--- src/design/grcw_pkg.sv ---
package grcw_pkg;

    localparam int MAX_WIDTH_DEF  = 64;
    localparam int MAX_HEIGHT_DEF = 64;

    localparam logic [1:0] CMD_LOAD = 2'd0;
    localparam logic [1:0] CMD_WALK = 2'd1;
    localparam logic [1:0] CMD_READ = 2'd2;

    localparam int REG_WIDTH  = 0;
    localparam int REG_HEIGHT = 1;

    localparam int VW = 13;

    localparam logic [7:0] F_FROM_SRC  = 8'h01;
    localparam logic [7:0] F_TO_SRC    = 8'h02;
    localparam logic [7:0] F_FROM_SINK = 8'h04;
    localparam logic [7:0] F_TO_SINK   = 8'h08;
    localparam logic [7:0] F_RIGHT     = 8'h10;
    localparam logic [7:0] F_DOWN      = 8'h20;
    localparam logic [7:0] F_LEFT      = 8'h40;
    localparam logic [7:0] F_UP        = 8'h80;

    typedef struct packed {
        logic       start;
        logic [1:0] cmd;
        logic [7:0] flags;
        logic [VW-1:0] position;
    } grcw_req_t;

    typedef struct packed {
        logic          done;
        logic [VW-1:0] cut_vertex;
        logic [VW-1:0] cut_count;
        logic          entry_valid;
    } grcw_rsp_t;

endpackage

--- src/design/grcw_cfg.sv ---
module grcw_cfg import grcw_pkg::*; #(
    parameter int MAX_WIDTH  = MAX_WIDTH_DEF,
    parameter int MAX_HEIGHT = MAX_HEIGHT_DEF
) (
    input  logic        aclk,
    input  logic        aresetn,
    input  logic        psel,
    input  logic        penable,
    input  logic        pwrite,
    input  logic [2:0]  paddr,
    input  logic [31:0] pwdata,
    output logic [31:0] prdata,
    output logic        pready,
    output logic [10:0] eff_w,
    output logic [10:0] eff_h
);
    logic [6:0] width_reg;
    logic [6:0] height_reg;
    logic       wr_en;

    assign pready = 1'b1;
    assign wr_en  = psel && penable && pwrite && pready;

    always_ff @(posedge aclk) begin
        if (!aresetn) begin
            width_reg  <= 7'd64;
            height_reg <= 7'd64;
        end else if (wr_en) begin
            if (paddr[2] == 1'(REG_WIDTH)) width_reg <= pwdata[6:0];
            else height_reg <= pwdata[6:0];
        end
    end

    always_comb begin
        prdata = '0;
        if (paddr[2] == 1'(REG_WIDTH)) prdata[6:0] = width_reg;
        else prdata[6:0] = height_reg;
    end

    always_comb begin
        if (width_reg == 7'd0) eff_w = 11'd1;
        else if (32'(width_reg) > MAX_WIDTH) eff_w = 11'(MAX_WIDTH);
        else eff_w = 11'(width_reg);
        if (height_reg == 7'd0) eff_h = 11'd1;
        else if (32'(height_reg) > MAX_HEIGHT) eff_h = 11'(MAX_HEIGHT);
        else eff_h = 11'(height_reg);
    end
endmodule

--- config.mk ---
export PLATFORM = sky130hd
export DESIGN_NAME = grcw_cfg
export DESIGN_NICKNAME = d
export VERILOG_FILES = /design/src/design/grcw_pkg.sv /design/src/design/grcw_cfg.sv
export SDC_FILE = /design/constraint.sdc
export NUM_CORES = 1
export LEC_CHECK = 0
export BUFFER_PORTS_ARGS = -buffer_cell sky130_fd_sc_hd__buf_4
export CELL_PAD_IN_SITES_DETAIL_PLACEMENT = 1
export CELL_PAD_IN_SITES_GLOBAL_PLACEMENT = 2
export CORE_AREA = 2 2 76 78
export CTS_BUF_LIST = sky130_fd_sc_hd__clkbuf_16
export DETAILED_ROUTE_END_ITERATION = 12
export DIE_AREA = 0 0 78 80
export GPL_TIMING_DRIVEN = 1
export PLACE_DENSITY = 0.8
export SLEW_MARGIN = 20
export SYNTH_ARGS = -nofsm -noshare
export SYNTH_HDL_FRONTEND = slang
export SYNTH_SLANG_ARGS = --single-unit
--- constraint.sdc ---
create_clock -name aclk -period 2.2 [get_ports aclk]
set_input_delay 0.11 -clock aclk [delete_from_list [all_inputs] [get_ports aclk]]
set_output_delay 0.11 -clock aclk [all_outputs]
set_load 0.05 [all_outputs]
Word level (Yosys, flattened, before mapping)
Cells that the tools add are included.
Word-level totals
  flip-flop bits (word level): 14
  input port bits: 40
  logic and storage cells: 16
Operators by class
  magnitude comparators: 2
  muxes and demuxes: 5
  bitwise operators: 1
  reduce and logical (&&, ||, !) cells: 6
Operators with widths (number)
  7-bit 2-to-1 mux: 5
  7-bit greater-than comparator (second input constant): 2
  7-bit zero test: 2
  2-bit AND reduction: 2
  1-bit logical AND: 2
  1-bit inverter: 1

Depth between registers and ports, before layout
  depth after elaboration: 3
  depth in mapped cells: 4
  depth with buffers taken out: 2

Worst setup path before layout
No wires, ideal clock.
  path kind: register -> output
  from: reg width_reg[1]
  to: out eff_w[0]
  data arrival time: 1.602 ns
  data required time: 2.090 ns
  slack: 0.488 ns
  stages on the path, launching flop included: 3
  path buffers: 0
  cells stage by stage: dfxtp_1 or3_1 o41ai_2
On the way
  word-level cells in the longest chain between the ends: 3
  elaborated cells on any way between the ends: 4
  those cells by class: order compare (1); mux (2); reduce/logical (1)
Ends and longest elaborated chain
  from (decl): RTL line grcw_cfg.sv:17  | logic [6:0] width_reg;
  from (signal assigned): RTL line grcw_cfg.sv:29  | if (paddr[2] == 1'(REG_WIDTH)) width_reg <= pwdata[6:0];
  7-bit greater-than comparator: RTL line grcw_cfg.sv:42  | else if (32'(width_reg) > MAX_WIDTH) eff_w = 11'(MAX_WIDTH);
  7-bit 2-to-1 mux: RTL line grcw_cfg.sv:42
  7-bit 2-to-1 mux *: RTL line grcw_cfg.sv:41  | if (width_reg == 7'd0) eff_w = 11'd1;
  to (decl): RTL line grcw_cfg.sv:14  | output logic [10:0] eff_w,
Mark *: on every way between the ends. The rest lies on a longest branch, timed or not.

Worst setup path in the final report
  from: reg height_reg[1]
  to: out eff_h[0]
On the way
  word-level cells in the longest chain between the ends: 3
  elaborated cells on any way between the ends: 4
  those cells by class: order compare (1); mux (2); reduce/logical (1)
Ends and longest elaborated chain
  from (decl): RTL line grcw_cfg.sv:18  | logic [6:0] height_reg;
  from (signal assigned): RTL line grcw_cfg.sv:30  | else height_reg <= pwdata[6:0];
  7-bit greater-than comparator: RTL line grcw_cfg.sv:45  | else if (32'(height_reg) > MAX_HEIGHT) eff_h = 11'(MAX_HEIGHT);
  7-bit 2-to-1 mux: RTL line grcw_cfg.sv:45
  7-bit 2-to-1 mux *: RTL line grcw_cfg.sv:44  | if (height_reg == 7'd0) eff_h = 11'd1;
  to (decl): RTL line grcw_cfg.sv:15  | output logic [10:0] eff_h
Marks and branches as above.

==> impl_metrics.toml <==
[grt]
groute.usage.overall_pct = 7.63
grt_max_degree = 22
grt_pass1_wl_mm = 3.66
grt_pass1_vias = 702
grt_use_met3_pct = 1.81
use_met2_pct = 14.5
gr-usage-met1_pct = 8.22
busiest_layer = "met2"
globalRoute.totalOverflow = 0
antenna_found_initial = 0

[flow_run]
cap_violations = 0

[sta]
timing.final.max_slew_violations = 0
layout_setup_ws_ns = 0.648
max_freq_ghz = 0.644
layout_min_cycle_time_ns = 1.55
fin_crit_sh_pct = 70.6
rsz0062_at_grt = "false"
finalHoldViolCount = 0
tns_ns = 0
fin_worst_skew_ns = 0
finalSetupViolations = 0

[placed_design]
port_buffers = 33
gp_congestion = 0.746
pre_cts_ws_ns = 0.877
post-dp-hpwl_mm = 1.82

[synth]
netlist_top_cells_area = "dfxtp_1 (27%), buf_4 (24%), mux2i_1 (13%), nor2b_1 (7.8%), mux2_2 (7.6%)"
synth-seq-area-share_pct = 26.9
synth_top_family_by_area = "buffers and inverters"
avgSynthCellArea_sq_um = 8.98
netlist.top_cell.by_area = "dfxtp_1"
synth-compound-area-share_pct = 3.12
synth_xor_area_share_pct = 0
synth_mux_area_share_pct = 21.0
synthCells = 116
ys_warn_count = 0
syn_area_sq_um = 1040
synth_cell_types = 14
synthAdderAreaFrac_pct = 0
yosys.area_share.simple_pct = 20.2
synth_seq_cells = 14
yosys.area.top_type_share_pct = 26.9

[clocking]
numCtsBuffers = 3
cts_setup_buffers = 0
cts_tree = "yes"
ctsHtreeMaxLevel = 1
cts-root-buf = "clkbuf_16"
clk_pin_slew_worst_paths_ns = 0.05
clkLatencyLatePin_ns = 0.24
clockBufferDepth = 2
cts_hold_buf = 0
cts_resized = 0
cts_sinks = 14

[setup_path]
worstPathCellList = "or3_1, o41ai_2, buf_4"
startpoint_type = "flip-flop"
required_ns = 2.09
crit_path_max_incr_delay_ns = 0.41
path_class = "reg -> out"
critical_path.max_fanout = 4
cp-end-kind = "output pin"
crit_family = "simple AND/OR/NAND/NOR gates"
crit-reg2reg-launch = "height_reg[6]$_SDFFE_PN1P_"
critical_path.slowest_cell = "or3_1"
crit_start = "height_reg[1]$_SDFFE_PN0P_"
crit_buf_inv = 1
arrival_ns = 1.44

[power]
peakVddDrop_mv = 0.335
leakage_nw = 0.683
power_density_nw_per_um2 = 630

[route]
drtPass1Iterations = 2
vias = 760
wirelength_mm = 2.39
avgRoutedWirePerCell_microns = 11.1
viasPerCell = 3.52
drc = 0
drt-initial-drc-count = 24
ant_nets = 0

[min_path]
hp-class = "in -> reg"
min_from = "pwdata[6]"

[floorplanning]
initial_utilization_pct = 19.3
die-area_sq_um = 6240
die_x_microns = 78
core_sq_um = 5410
fp.dieH_microns = 80
fp-row-count = 27
ios = 95

[final_layout]
area_delta_synth_final_pct = 23.0
nets = 186
final_layout_size_suffix_gt1_share_pct = 32.6
antennaDiodeCount = 0
fill_cells = 662

[status]
status = "complete, no violations"
-- cells in the mapped netlist --
cell type	number
dfxtp_1	14
or3_1	2
nand4b_4	1
nor2b_1	13
o41ai_2	2
conb_1	2
buf_6	2
nand2b_1	2
clkbuf_1	4
nand4_2	1
buf_4	34
nand2_1	18
mux2i_1	14
mux2_2	7
-- path summary, 6_finish.rpt --
| kind | to | slack, ns | cells past startpoint |
|---|---|---|---|
| min reg2reg | height_reg[0]$_SDFFE_PN0P_ | 0.48 | 2 |
| min | width_reg[6]$_SDFFE_PN1P_ | 0.13 | 3 |
| max | eff_h[0] | 0.65 | 3 |
| max reg2reg | height_reg[6]$_SDFFE_PN1P_ | 1.33 | 2 |
-- worst reg2reg max path: cells and delay by family, from the launching register on --
family	cells	cell delay (ns)
muxes	1	0.13
DFF	1	0.58
and+or+nand+nor	1	0.09
-- metal layers --
| layer | wire [microns] | up-vias |
|---|---|---|
| met5 | 0 | - |
| met4 | 24 | 0 |
| met3 | 180 | 2 |
| met2 | 1270 | 40 |
| met1 | 911 | 352 |
| li1 | - | 366 |
-- cells by family after synthesis --
| logic type | count (synthesis) |
|---|---|
| AO/OA/AOI/OAI | 2 |
| other | 2 |
| AND/OR/NAND/NOR | 37 |
| multiplexers | 21 |
| flip-flops | 14 |
| buffers and inverters | 40 |
-- power breakdown --
part           switching, W  leakage, nW  total [W]  internal (W)
registers        0.00000716        0.113   0.000267      0.000260
clock network     0.0000956       0.0370   0.000333      0.000237
logic              0.000172        0.533   0.000208     0.0000360
total              0.000275        0.683   0.000808      0.000533
-- cell type report --
class	instances	area (sq um)	share of cell area, %
Clock buffer	3	75.1	5.85
Multi-Input combinational cell	94	589	46.0
Sequential cell	14	280	21.9
Tap cell	72	90.1	7.02
Timing Repair Buffer	33	248	19.3
-- cell usage in the layout, fill, tap and decap left out --
cell type and instances:
nand4b_4 1, o41ai_2 2, mux2_2 7, dfxtp_1 14, buf_4 33, or3_1 2
nand2_1 18, nand2b_1 2, nand4_2 1, nor2b_1 13, clkbuf_16 3, conb_1 34
mux2i_1 14
-- metrics by stage --
| step | hold WS (ns) | utilization, % | cell area (sq um) | std cells | power, W |
|---|---|---|---|---|---|
| 6_report | 0.134 | 23.7 | 1280 | 216 | 0.000808 |
| 5_1_grt | 0.149 | 23.7 | 1280 | 216 | 0.000846 |
| 4_1_cts | 0.131 | 23.7 | 1280 | 216 | 0.000824 |
| 3_5_place_dp | 0.383 | 22.3 | 1210 | 213 | 0.000480 |
| 3_3_place_gp | 0.379 | 22.3 | 1210 | 213 | 0.000479 |
| 2_1_floorplan | 0.271 | - | 1160 | 148 | 0.000495 |
Note: power is estimated with default switching activity, not from simulation.
